[config.mk]
export PLATFORM = sky130hd
export DESIGN_NAME = telemetry_frame_parser_gain_loader
export DESIGN_NICKNAME = d
export VERILOG_FILES = /design/src/hdl/tfpgl_pkg.sv /design/src/hdl/tfpgl_front.sv /design/src/hdl/tfpgl_cmd_fifo.sv /design/src/hdl/tfpgl_back.sv /design/src/hdl/telemetry_frame_parser_gain_loader.sv
export SDC_FILE = /design/constraint.sdc
export NUM_CORES = 1
export LEC_CHECK = 0
export BUFFER_PORTS_ARGS = -buffer_cell sky130_fd_sc_hd__buf_4
export CAP_MARGIN = 20
export CORE_UTILIZATION = 60
export CTS_CLUSTER_DIAMETER = 30
export DETAILED_ROUTE_END_ITERATION = 10
export PLACE_DENSITY = 0.72
export SLEW_MARGIN = 20
export SYNTH_ARGS = -nofsm -noshare
export SYNTH_HDL_FRONTEND = slang
export SYNTH_SLANG_ARGS = --single-unit
[constraint.sdc]
create_clock -name clk -period 33.5 [get_ports clk]
set_input_delay 5.025 -clock clk [delete_from_list [all_inputs] [get_ports clk]]
set_output_delay 5.025 -clock clk [all_outputs]
set_load 0.05 [all_outputs]
[src/hdl/tfpgl_pkg.sv]
// Shared constants and types of the telemetry frame parser and gain loader.
package tfpgl_pkg;

  localparam int MAX_PAYLOAD_DEF = 49;
  localparam int GAIN_COUNT_DEF  = 9;
  localparam int CMD_DEPTH       = 2;

  localparam logic [7:0] SYNC_BYTE  = 8'hAA;
  localparam logic [7:0] SYNC2_BYTE = 8'hAF;
  localparam logic [7:0] FUNC_LIMIT = 8'hF1;
  localparam logic [7:0] FUNC_GAIN  = 8'h10;
  localparam logic [7:0] FUNC_READ  = 8'h02;
  localparam logic [7:0] READ_ARG   = 8'h01;
  localparam logic [7:0] ACK_ID     = 8'hEF;
  localparam logic [7:0] ACK_LEN    = 8'h02;
  localparam logic [7:0] DUMP_ID    = 8'h10;
  localparam int         ACK_BYTES  = 7;

  typedef enum logic {
    KIND_ACK  = 1'b0,
    KIND_DUMP = 1'b1
  } reply_kind_t;

  typedef struct packed {
    reply_kind_t kind;
    logic [7:0]  sum;
  } cmd_t;

endpackage

[src/hdl/tfpgl_front.sv]
// Frame parser: tracks the frame phase, stores payload bytes, loads gains, issues reply commands.
module tfpgl_front #(
  parameter int MAX_PAYLOAD = tfpgl_pkg::MAX_PAYLOAD_DEF,
  parameter int GAIN_COUNT  = tfpgl_pkg::GAIN_COUNT_DEF
) (
  input  logic                    clk,
  input  logic                    rst,
  input  logic                    in_take,
  input  logic [7:0]              rx_byte,
  output logic                    cmd_wr,
  output tfpgl_pkg::cmd_t         cmd,
  output logic [16*GAIN_COUNT-1:0] cmd_gains
);

  localparam int StoreDepth = 2 * GAIN_COUNT;
  localparam int SIDX_W     = (StoreDepth > 1) ? $clog2(StoreDepth) : 1;
  localparam int CNT_W      = $clog2(MAX_PAYLOAD + 1);
  localparam int GW         = 16 * GAIN_COUNT;

  typedef enum logic [5:0] {
    PH_IDLE    = 6'b000001,
    PH_SYNC2   = 6'b000010,
    PH_FUNC    = 6'b000100,
    PH_LEN     = 6'b001000,
    PH_PAYLOAD = 6'b010000,
    PH_CHECK   = 6'b100000
  } phase_t;

  phase_t            phase, phase_next;
  logic [7:0]        func, func_next;
  logic [CNT_W-1:0]  remaining, remaining_next;
  logic [CNT_W-1:0]  count, count_next;
  logic [7:0]        sum, sum_next;
  logic [7:0]        store [StoreDepth];
  logic [7:0]        store_next [StoreDepth];
  logic [GW-1:0]     gains, gains_next;
  logic              store_we;
  logic              in_store;
  logic              load_gains;
  logic              is_ack;
  logic              is_dump;

  assign in_store = (CNT_W + 1)'(count) < (CNT_W + 1)'(StoreDepth);

  always_comb begin
    phase_next     = phase;
    func_next      = func;
    remaining_next = remaining;
    count_next     = count;
    sum_next       = sum;
    store_we       = 1'b0;
    load_gains     = 1'b0;
    is_ack         = 1'b0;
    is_dump        = 1'b0;
    if (in_take) begin
      unique case (phase)
        PH_IDLE: begin
          if (rx_byte == tfpgl_pkg::SYNC_BYTE) begin
            phase_next = PH_SYNC2;
            sum_next   = rx_byte;
          end
        end
        PH_SYNC2: begin
          if (rx_byte == tfpgl_pkg::SYNC2_BYTE) begin
            phase_next = PH_FUNC;
            sum_next   = sum + rx_byte;
          end else begin
            phase_next = PH_IDLE;
          end
        end
        PH_FUNC: begin
          if (rx_byte < tfpgl_pkg::FUNC_LIMIT) begin
            phase_next = PH_LEN;
            func_next  = rx_byte;
            sum_next   = sum + rx_byte;
          end else begin
            phase_next = PH_IDLE;
          end
        end
        PH_LEN: begin
          if ({1'b0, rx_byte} <= 9'(MAX_PAYLOAD)) begin
            phase_next     = PH_PAYLOAD;
            remaining_next = CNT_W'(rx_byte);
            count_next     = '0;
            sum_next       = sum + rx_byte;
          end else begin
            phase_next = PH_IDLE;
          end
        end
        PH_PAYLOAD: begin
          // A zero-length frame swallows the next byte and drops back to idle.
          if (remaining != '0) begin
            store_we       = in_store;
            count_next     = count + 1'b1;
            remaining_next = remaining - 1'b1;
            sum_next       = sum + rx_byte;
            if (remaining == CNT_W'(1)) begin
              phase_next = PH_CHECK;
            end
          end else begin
            phase_next = PH_IDLE;
          end
        end
        PH_CHECK: begin
          // The check byte lands in the store too when its position fits.
          phase_next = PH_IDLE;
          store_we   = in_store;
          if (func == tfpgl_pkg::FUNC_GAIN) begin
            load_gains = 1'b1;
            is_ack     = 1'b1;
          end else if (func == tfpgl_pkg::FUNC_READ) begin
            is_dump = 1'b1;
          end
        end
        default: begin
          phase_next = PH_IDLE;
        end
      endcase
    end
  end

  always_comb begin
    for (int i = 0; i < StoreDepth; i++) begin
      store_next[i] = store[i];
    end
    if (store_we) begin
      store_next[count[SIDX_W-1:0]] = rx_byte;
    end
  end

  // Gain 0 sits in the top bits so the dump can shift bytes out in order.
  always_comb begin
    gains_next = gains;
    if (load_gains) begin
      for (int i = 0; i < StoreDepth; i++) begin
        gains_next[GW-1-8*i -: 8] = store_next[i];
      end
    end
  end

  assign cmd_wr    = is_ack || (is_dump && store_next[0] == tfpgl_pkg::READ_ARG);
  assign cmd.kind  = is_dump ? tfpgl_pkg::KIND_DUMP : tfpgl_pkg::KIND_ACK;
  assign cmd.sum   = sum;
  assign cmd_gains = gains_next;

  always_ff @(posedge clk) begin
    if (rst) begin
      phase     <= PH_IDLE;
      func      <= '0;
      remaining <= '0;
      count     <= '0;
      sum       <= '0;
      gains     <= '0;
      for (int i = 0; i < StoreDepth; i++) begin
        store[i] <= '0;
      end
    end else begin
      phase     <= phase_next;
      func      <= func_next;
      remaining <= remaining_next;
      count     <= count_next;
      sum       <= sum_next;
      gains     <= gains_next;
      for (int i = 0; i < StoreDepth; i++) begin
        store[i] <= store_next[i];
      end
    end
  end

  a_cmd_only_on_check: assert property (@(posedge clk) disable iff (rst)
    cmd_wr |-> (in_take && phase == PH_CHECK))
    else $error("reply command issued outside the check byte");

  a_payload_bound: assert property (@(posedge clk) disable iff (rst)
    (phase == PH_PAYLOAD) |-> ((CNT_W + 1)'(count) + (CNT_W + 1)'(remaining)
                               <= (CNT_W + 1)'(MAX_PAYLOAD)))
    else $error("payload count exceeds the frame length limit");

endmodule

[src/hdl/tfpgl_cmd_fifo.sv]
// Short command queue between the frame parser and the reply sequencer.
module tfpgl_cmd_fifo #(
  parameter int W     = 8,
  parameter int DEPTH = tfpgl_pkg::CMD_DEPTH
) (
  input  logic         clk,
  input  logic         rst,
  input  logic         wr_en,
  input  logic [W-1:0] wr_data,
  input  logic         rd_en,
  output logic [W-1:0] rd_data,
  output logic         full,
  output logic         not_empty
);

  localparam int PTR_W = (DEPTH > 1) ? $clog2(DEPTH) : 1;
  localparam int CNT_W = $clog2(DEPTH + 1);

  logic [W-1:0]     mem [DEPTH];
  logic [PTR_W-1:0] wr_ptr;
  logic [PTR_W-1:0] rd_ptr;
  logic [CNT_W-1:0] fill;

  assign full      = fill == CNT_W'(DEPTH);
  assign not_empty = fill != '0;
  assign rd_data   = mem[rd_ptr];

  always_ff @(posedge clk) begin
    if (wr_en) begin
      mem[wr_ptr] <= wr_data;
    end
  end

  always_ff @(posedge clk) begin
    if (rst) begin
      wr_ptr <= '0;
      rd_ptr <= '0;
      fill   <= '0;
    end else begin
      if (wr_en) begin
        wr_ptr <= (wr_ptr == PTR_W'(DEPTH - 1)) ? '0 : wr_ptr + 1'b1;
      end
      if (rd_en) begin
        rd_ptr <= (rd_ptr == PTR_W'(DEPTH - 1)) ? '0 : rd_ptr + 1'b1;
      end
      if (wr_en && !rd_en) begin
        fill <= fill + 1'b1;
      end else if (rd_en && !wr_en) begin
        fill <= fill - 1'b1;
      end
    end
  end

  a_no_overflow: assert property (@(posedge clk) disable iff (rst) !(wr_en && full))
    else $error("command queue written while full");

  a_no_underflow: assert property (@(posedge clk) disable iff (rst) !(rd_en && !not_empty))
    else $error("command queue read while empty");

endmodule

[src/hdl/tfpgl_back.sv]
// Reply sequencer: turns one queued command into an ack or gain dump, one word per cycle while pop drains.
module tfpgl_back #(
  parameter int GAIN_COUNT = tfpgl_pkg::GAIN_COUNT_DEF
) (
  input  logic                     clk,
  input  logic                     rst,
  input  logic                     cmd_avail,
  input  tfpgl_pkg::cmd_t          cmd,
  input  logic [16*GAIN_COUNT-1:0] cmd_gains,
  output logic                     cmd_take,
  output logic                     empty,
  input  logic                     pop,
  output logic [7:0]               tx_byte,
  output logic                     tx_last,
  output logic                     reply_kind
);

  localparam int GW         = 16 * GAIN_COUNT;
  localparam int StoreDepth = 2 * GAIN_COUNT;
  localparam int DumpLen    = StoreDepth + 5;
  localparam int IDX_W      = $clog2(DumpLen);

  logic                   busy;
  tfpgl_pkg::reply_kind_t kind;
  logic [7:0]             sum;
  logic [IDX_W-1:0]       idx;
  logic [IDX_W-1:0]       last_idx;
  logic [GW-1:0]          shreg;
  logic [7:0]             chk;
  logic                   out_valid;
  logic                   advance;
  logic [7:0]             byte_now;
  logic                   last_now;
  logic                   shift_now;

  assign advance  = busy && (!out_valid || pop);
  assign cmd_take = !busy && cmd_avail;
  assign empty    = !out_valid;
  assign last_idx = (kind == tfpgl_pkg::KIND_DUMP) ? IDX_W'(DumpLen - 1)
                                                   : IDX_W'(tfpgl_pkg::ACK_BYTES - 1);

  always_comb begin
    byte_now  = chk;
    last_now  = 1'b0;
    shift_now = 1'b0;
    if (idx == last_idx) begin
      last_now = 1'b1;
    end else if (idx < IDX_W'(2)) begin
      byte_now = tfpgl_pkg::SYNC_BYTE;
    end else if (kind == tfpgl_pkg::KIND_ACK) begin
      unique case (idx)
        IDX_W'(2): byte_now = tfpgl_pkg::ACK_ID;
        IDX_W'(3): byte_now = tfpgl_pkg::ACK_LEN;
        IDX_W'(4): byte_now = tfpgl_pkg::FUNC_GAIN;
        default:   byte_now = sum;
      endcase
    end else if (idx == IDX_W'(2)) begin
      byte_now = tfpgl_pkg::DUMP_ID;
    end else if (idx == IDX_W'(3)) begin
      byte_now = 8'(StoreDepth);
    end else begin
      byte_now  = shreg[GW-1 -: 8];
      shift_now = 1'b1;
    end
  end

  always_ff @(posedge clk) begin
    if (cmd_take) begin
      kind  <= cmd.kind;
      sum   <= cmd.sum;
      shreg <= cmd_gains;
      idx   <= '0;
      chk   <= '0;
    end else if (advance) begin
      idx <= idx + 1'b1;
      chk <= chk + byte_now;
      if (shift_now) begin
        shreg <= {shreg[GW-9:0], 8'h00};
      end
    end
    if (advance) begin
      tx_byte    <= byte_now;
      tx_last    <= last_now;
      reply_kind <= kind;
    end
  end

  always_ff @(posedge clk) begin
    if (rst) begin
      busy      <= 1'b0;
      out_valid <= 1'b0;
    end else begin
      if (cmd_take) begin
        busy <= 1'b1;
      end else if (advance && last_now) begin
        busy <= 1'b0;
      end
      if (advance) begin
        out_valid <= 1'b1;
      end else if (pop) begin
        out_valid <= 1'b0;
      end
    end
  end

  a_last_ends_reply: assert property (@(posedge clk) disable iff (rst)
    (advance && last_now) |=> !busy)
    else $error("sequencer still busy after the final word");

  a_idx_in_range: assert property (@(posedge clk) disable iff (rst)
    busy |-> idx <= last_idx)
    else $error("reply index ran past the final word");

endmodule

[src/hdl/telemetry_frame_parser_gain_loader.sv]
// Parses AA AF framed telemetry bytes, loads gain words on function 10 frames and answers with
// an ack (7 words) or, on function 02 with argument 01, a gain dump (2*GAIN_COUNT+5 words).
// Each received word is taken while full is low; a finished gain frame, or read frame with
// argument 01, places one reply command into a two-entry queue, and the reply sequencer then
// streams one reply word per cycle to the output register while pop keeps it drained. full
// rises only while both queue entries hold unstarted replies; only then does input stall.
module telemetry_frame_parser_gain_loader #(
  parameter int MAX_PAYLOAD = tfpgl_pkg::MAX_PAYLOAD_DEF,
  parameter int GAIN_COUNT  = tfpgl_pkg::GAIN_COUNT_DEF
) (
  input  logic       clk,
  input  logic       rst,
  input  logic       push,
  output logic       full,
  input  logic [7:0] rx_byte,
  output logic       empty,
  input  logic       pop,
  output logic [7:0] tx_byte,
  output logic       tx_last,
  output logic       reply_kind
);

  localparam int GW    = 16 * GAIN_COUNT;
  localparam int CMD_W = $bits(tfpgl_pkg::cmd_t);

  logic                  in_take;
  logic                  cmd_wr;
  tfpgl_pkg::cmd_t       front_cmd;
  logic [GW-1:0]         front_gains;
  logic [CMD_W+GW-1:0]   q_data;
  logic                  q_full;
  logic                  q_avail;
  logic                  cmd_take;
  tfpgl_pkg::cmd_t       back_cmd;
  logic [GW-1:0]         back_gains;

  assign full    = q_full;
  assign in_take = push && !q_full;

  tfpgl_front #(
    .MAX_PAYLOAD (MAX_PAYLOAD),
    .GAIN_COUNT  (GAIN_COUNT)
  ) u_front (
    .clk       (clk),
    .rst       (rst),
    .in_take   (in_take),
    .rx_byte   (rx_byte),
    .cmd_wr    (cmd_wr),
    .cmd       (front_cmd),
    .cmd_gains (front_gains)
  );

  tfpgl_cmd_fifo #(
    .W     (CMD_W + GW),
    .DEPTH (tfpgl_pkg::CMD_DEPTH)
  ) u_cmd_fifo (
    .clk       (clk),
    .rst       (rst),
    .wr_en     (cmd_wr),
    .wr_data   ({front_cmd, front_gains}),
    .rd_en     (cmd_take),
    .rd_data   (q_data),
    .full      (q_full),
    .not_empty (q_avail)
  );

  assign back_cmd   = q_data[CMD_W+GW-1 -: CMD_W];
  assign back_gains = q_data[GW-1:0];

  tfpgl_back #(
    .GAIN_COUNT (GAIN_COUNT)
  ) u_back (
    .clk        (clk),
    .rst        (rst),
    .cmd_avail  (q_avail),
    .cmd        (back_cmd),
    .cmd_gains  (back_gains),
    .cmd_take   (cmd_take),
    .empty      (empty),
    .pop        (pop),
    .tx_byte    (tx_byte),
    .tx_last    (tx_last),
    .reply_kind (reply_kind)
  );

endmodule
# Yosys cells after proc, flatten, opt, wreduce, memory -nomap -nowiden
# Memories as Yosys holds them, arrays and structs flattened. A register that Yosys moved wholly into a read port is not among the register bits.
# Index checks and enable logic that the tools add are counted.
# W data, S select, Z words.
# totals
wordCells	191
ff_bits	360
out_inout_bits	12
memories	2
ramBits	450
# classes
reduce_logical	29
bitwise	19
n_eq_ne	23
addsub	9
n_mux	84
magnitude_cmp	6
# memory_table
memory	words	width	rd	rd_ports_with_merged_regs	write_ports	line_no	source
u_cmd_fifo.mem	2	153	1	1	1	tfpgl_cmd_fifo.sv:19	logic [W-1:0] mem [DEPTH];
u_front.store	18	8	18	0	18	tfpgl_front.sv:34	logic [7:0] store [StoreDepth];
# op_table
cell	n
$mux W144	5
$mux W8	29
$bwmux W144	1
$mux W6	7
$demux W8 S5	1
$pmux W8 S5	1
$pmux W6 S5	1
$mux W1	29
$pmux W6 S2	2
$pmux W8 S3	1
$or A1 B1 Y1	18
$add A8 B8 Y8	2
$eq A8 B8 Y1 const B	2
$reduce_bool A2 Y1	7
$eq A6 B1 Y1 const B	2
$eq A5 B2 Y1 const B	2
$mux W5	2
$ne A2 B1 Y1 const B	5
$eq A8 B1 Y1 const B	1
$eq A8 B2 Y1 const B	1
$eq A8 B5 Y1 const B	1
$le A8 B6 Y1 const B	1
$logic_and A1 B1 Y1	8
$lt A8 B8 Y1 const B	1
32 further kinds	40

# Longest topological paths before layout
# depth
depth_word	14
depth_mapped	16
ltp_nobuf	16

# By module
# From an unflattened synthesis, not the netlist that was laid out.
# unflattened
hier_cells	2720
area_unflattened_um2	32486.2
# by_module_without_submodules
mod	cells_per_inst	n_inst	area_per_inst_um2
tfpgl_front	1442	1	13101.3
tfpgl_cmd_fifo	498	1	11523.6
tfpgl_back	779	1	7847.5
telemetry_frame_parser_gain_loader	1	1	13.8

# Worst setup path before layout
# OpenSTA, ideal clock, no wires.
# synth_path
path_type	input to register
from	in pop
to	reg u_back.shreg[0] (enable)
setup_slack_ns	16.682
cell_stages	6
path_buffers	1
arrival_ns	15.972
path_cell_list	nand2b_1 nand2_1 inv_1 clkbuf_1 nand2_1 o21ai_0
# synth_via
elab_chain_cells	4
# synth_rtl
item	line_no	source
start: declaration	telemetry_frame_parser_gain_loader.sv:17	input logic pop,
$logic_or A1 B1 Y1	tfpgl_back.sv:36	assign advance = busy && (!out_valid || pop);
$logic_and A1 B1 Y1	tfpgl_back.sv:36	
net u_back.advance	tfpgl_back.sv:31	logic advance;
$reduce_bool A2 Y1 (no source line)	--	
$reduce_and A2 Y1 (no source line)	--	
end signal: assignment	tfpgl_back.sv:71	shreg <= cmd_gains;
end signal: assignment	tfpgl_back.sv:78	shreg <= {shreg[GW-9:0], 8'h00};
end: declaration	tfpgl_back.sv:28	logic [GW-1:0] shreg;
# The timed path passes the listed nets, and every way through them passes these cells.
# A chain may end at the register's enable or synchronous reset.

# Worst setup path in the final report
# layout_path
from	in push
to	mem u_cmd_fifo.mem[0][89] (netlist name) (enable)
# layout_via
elab_chain_cells	8
# layout_rtl
item	line_no	source
start: declaration	telemetry_frame_parser_gain_loader.sv:13	input logic push,
$logic_and A1 B1 Y1 (*)	telemetry_frame_parser_gain_loader.sv:38	assign in_take = push && !q_full;
$mux W1	tfpgl_front.sv:55	if (in_take) begin
$mux W144	tfpgl_front.sv:126	if (store_we) begin
$eq A8 B1 Y1	tfpgl_front.sv:141	assign cmd_wr = is_ack || (is_dump && store_next[0] == tfpgl_pkg::READ_ARG);
$logic_and A1 B1 Y1	tfpgl_front.sv:141	
$logic_or A1 B1 Y1 (*)	tfpgl_front.sv:141	
$mux W1 (*)	tfpgl_cmd_fifo.sv:29	if (wr_en) begin
$mux W1 (not written as such) (*)	tfpgl_cmd_fifo.sv:30	mem[wr_ptr] <= wr_data;
end: declaration	tfpgl_cmd_fifo.sv:19	
# Every way passes the cells marked *; elsewhere a longest branch is shown, timed or not.

==> results.tsv <==
metric	value	unit
post-route-min-period	8.152	ns
synth_edf_count	469	
p_per_area	83.09	nW/µm²
grt_pass1_vias	19560	
clkLatencyLatePin	0.71	ns
ant_nets	0	
cp_top_family	simple AND/OR/NAND/NOR gates	
crit_slowest_cell	and3b_4	
mostFrequentLayoutCells	469 x edfxtp_1, 388 x nor2_1, 341 x dfxtp_1, 269 x mux2i_1, 192 x nand2_1	
cts_tree	done	
grt_pass1_wl	101.2	mm
core_area	52760	µm²
synth_top_family_by_area	simple AND/OR/NAND/NOR gates	
io-pin-count	24	
use_met1	29.70	%
antenna_found_initial	0	
globalRouteMet3Util	4.700	%
maxSlewHeadroom	20.03	%
cpPeakStageDelay	0.93	ns
intPower	2.342	mW
cts_hold_buffers	0	
nFillCells	3477	
total_power	3.125	mW
min_path_type	flop to flop	
syn_area	32100	µm²
avgRoutedWirePerCell	18.59	µm
cp.arrival	8.47	ns
rsz0062_at_grt	false	
synthAdderAreaFrac	1.099	%
dieHeight	233.3	µm
dp_hpwl	32.97	mm
worstPathMaxFanout	68	
cts_buffer_depth	3	
tightest_slew	1.200	ns
vdd_drop_max	0.08267	mV
critPathBufInv	2	
start_util	60.84	%
die_w	233.3	µm
synthFlopType	edfxtp_1	
rrSetupSlack	28.21	ns
synthSimpleGateAreaFrac	11.32	%
nets	2634	
path_cells	buf_4, and2_1, and3_1, and3b_4, a21oi_1, nor2_4, buf_4	
ys_warn_count	0	
avgSynthCellArea	12.47	µm²
finalWeightedCongestion	0.7993	
port_buffers	23	
synth.area.mux_share	8.739	%
clk_pin_slew	0.04	ns
drv_cap	0	
grt_max_degree	226	
use_met2	41.35	%
viasPerCell	5.632	
drtPass1Iterations	5	
h-tree-depth	4	
p_switching	0.7825	mW
synth_cell_types	64	
syn_inst	2575	
seqPwrFrac	40.8	%
path_class	primary input to flop	
vias	19150	
syn_to_final_growth	17.15	%
die_area	54430	µm²
swShare	25.04	%
final_area	37610	µm²
fin_util	71.28	%
timing.fmax	0.1227	GHz
drtIter0Drc	1332	
gr-usage-all-layers	24.03	%
post-cts-setup-buffers	0	
synth-seq-area-share	65.20	%
leakage	13.49	nW
cts_resized	0	
preCtsSetupSlack	24.43	ns
synth_compound_area_share	10.16	%
mostFrequentLayoutCell	edfxtp_1	
cpMostUsedCell	buf_4	
clockPowerShare	47.2	%
period_share	24.33	%
dpl_cell_area	32590	µm²
diodes	0	
drive_above_1_share	17.11	%
ys_seq_elements	811	
fin_skew	0.02116	ns
fp-row-count	84	
cts-buffers-inserted	140	
pwr-share-comb	12.0	%
drv_slew	0	
top_usage_layer	met2	
layout_setup_ws	25.35	ns
cts.sinks	811	
async_reset_ff_share	0	%
critPathCaptureType	flop	
synth_nets	2614	
overflow	0	
critical_path_required	33.82	ns
fin_setup_tns	0	ns
setup_viol	0	
drc_errors	0	
crit_path_start_kind	primary input	
synthXorXnorAreaFrac	0.6821	%
status	finished clean	
final-hold-violation-count	0	
cts-root-buf	clkbuf_16	
wirelength	63.21	mm
## power by group through the flow
stage | registers [mW] | clock network (mW) | logic [mW]
floorplan | 1.32 | 0 | 0.265
global placement | 1.29 | 0 | 0.367
detailed placement | 1.29 | 0 | 0.376
CTS | 1.28 | 1.50 | 0.380
global route | 1.28 | 1.54 | 0.419
finish | 1.27 | 1.48 | 0.375
## cells by family (layout without fill, tap and decap cells)
| kind of cell | count (synthesis) | after routing |
|---|---|---|
| flops | 811 | 811 |
| buf+inv | 185 | 322 |
| compound gates | 442 | 442 |
| mux | 279 | 279 |
| fa+ha+maj | 27 | 27 |
| simple gates | 806 | 806 |
| xor+xnor | 25 | 25 |
## state kept, by name (all words and copies together) (netlist names), 2 cells and up, named ones only
register	cells
u_front.gains	144
u_front.sum	8
u_front.store	144
u_back.chk	8
u_front.func	8
u_front.count	6
u_cmd_fifo.fill	2
u_front.phase	6
u_back.tx_byte	8
u_front.remaining	6
u_cmd_fifo.mem	306
u_back.sum	8
u_back.shreg	144
u_back.idx	5
## worst paths after layout
path,start,end,cells past startpoint
worst min-delay path,u_back.chk[3],u_back.chk[3],2
worst max-delay path,push,u_cmd_fifo.mem[0][89],7
worst min register to register,u_back.chk[3],u_back.chk[3],2
worst max register to register,u_front.phase[2],u_cmd_fifo.mem[0][89],8
## metal layers
metal,wire length (µm),vias to the layer above
met1,26900,9445
li1,-,9203
met2,32030,383
met3,2795,117
met4,1492,0
met5,0,-
## per-stage QoR
step,hold slack (ns),cells
3_3_place_gp,0.4562,3138
4_1_cts,0.4844,3398
2_1_floorplan,0.4455,2575
6_report,0.4822,3400
5_1_grt,0.5092,3400
3_5_place_dp,0.4709,3139
## final cells by class
type	instances	area (µm²)	area share, %
Clock buffer	185	3940	10.48
Clock inverter	74	1028	2.735
Inverter	21	78.83	0.2096
Multi-Input combinational cell	1579	10350	27.51
Sequential cell	811	20930	55.67
Tap cell	688	860.8	2.289
Timing Repair Buffer	42	417.9	1.111
## Yosys cell counts (6+ instances only)
master,instances,share of area (%)
a211oi_1,8,0.19
nand2_1,192,2.2
a21oi_1,65,1.0
mux2i_1,269,8.4
xor2_1,15,0.41
buf_1,6,0.070
o21ai_0,161,2.5
dfxtp_1,342,21
buf_4,19,0.44
edfxtp_1,469,44
xnor2_1,10,0.27
inv_1,20,0.23
nand2b_1,7,0.14
nor2b_1,136,2.7
o21ai_1,8,0.12
mux2_2,10,0.35
a21oi_2,144,3.9
nor2_1,389,4.5
clkbuf_1,115,1.3
o2111ai_4,17,1.4
buf_6,16,0.56
and2b_1,12,0.28
nor4_1,8,0.16
ha_1,25,0.97
a21o_1,6,0.14
nand4_1,9,0.18
nor3_1,13,0.20
buf_2,7,0.11
## worst reg2reg max path, delay by kind of cell, from the launching register on
family	cells	cell delay (ns)
buf+inv	2	1.24
compound gates	1	0.36
flops	1	0.42
simple gates	5	2.81
No activity file was read; power rests on OpenSTA's default activity.
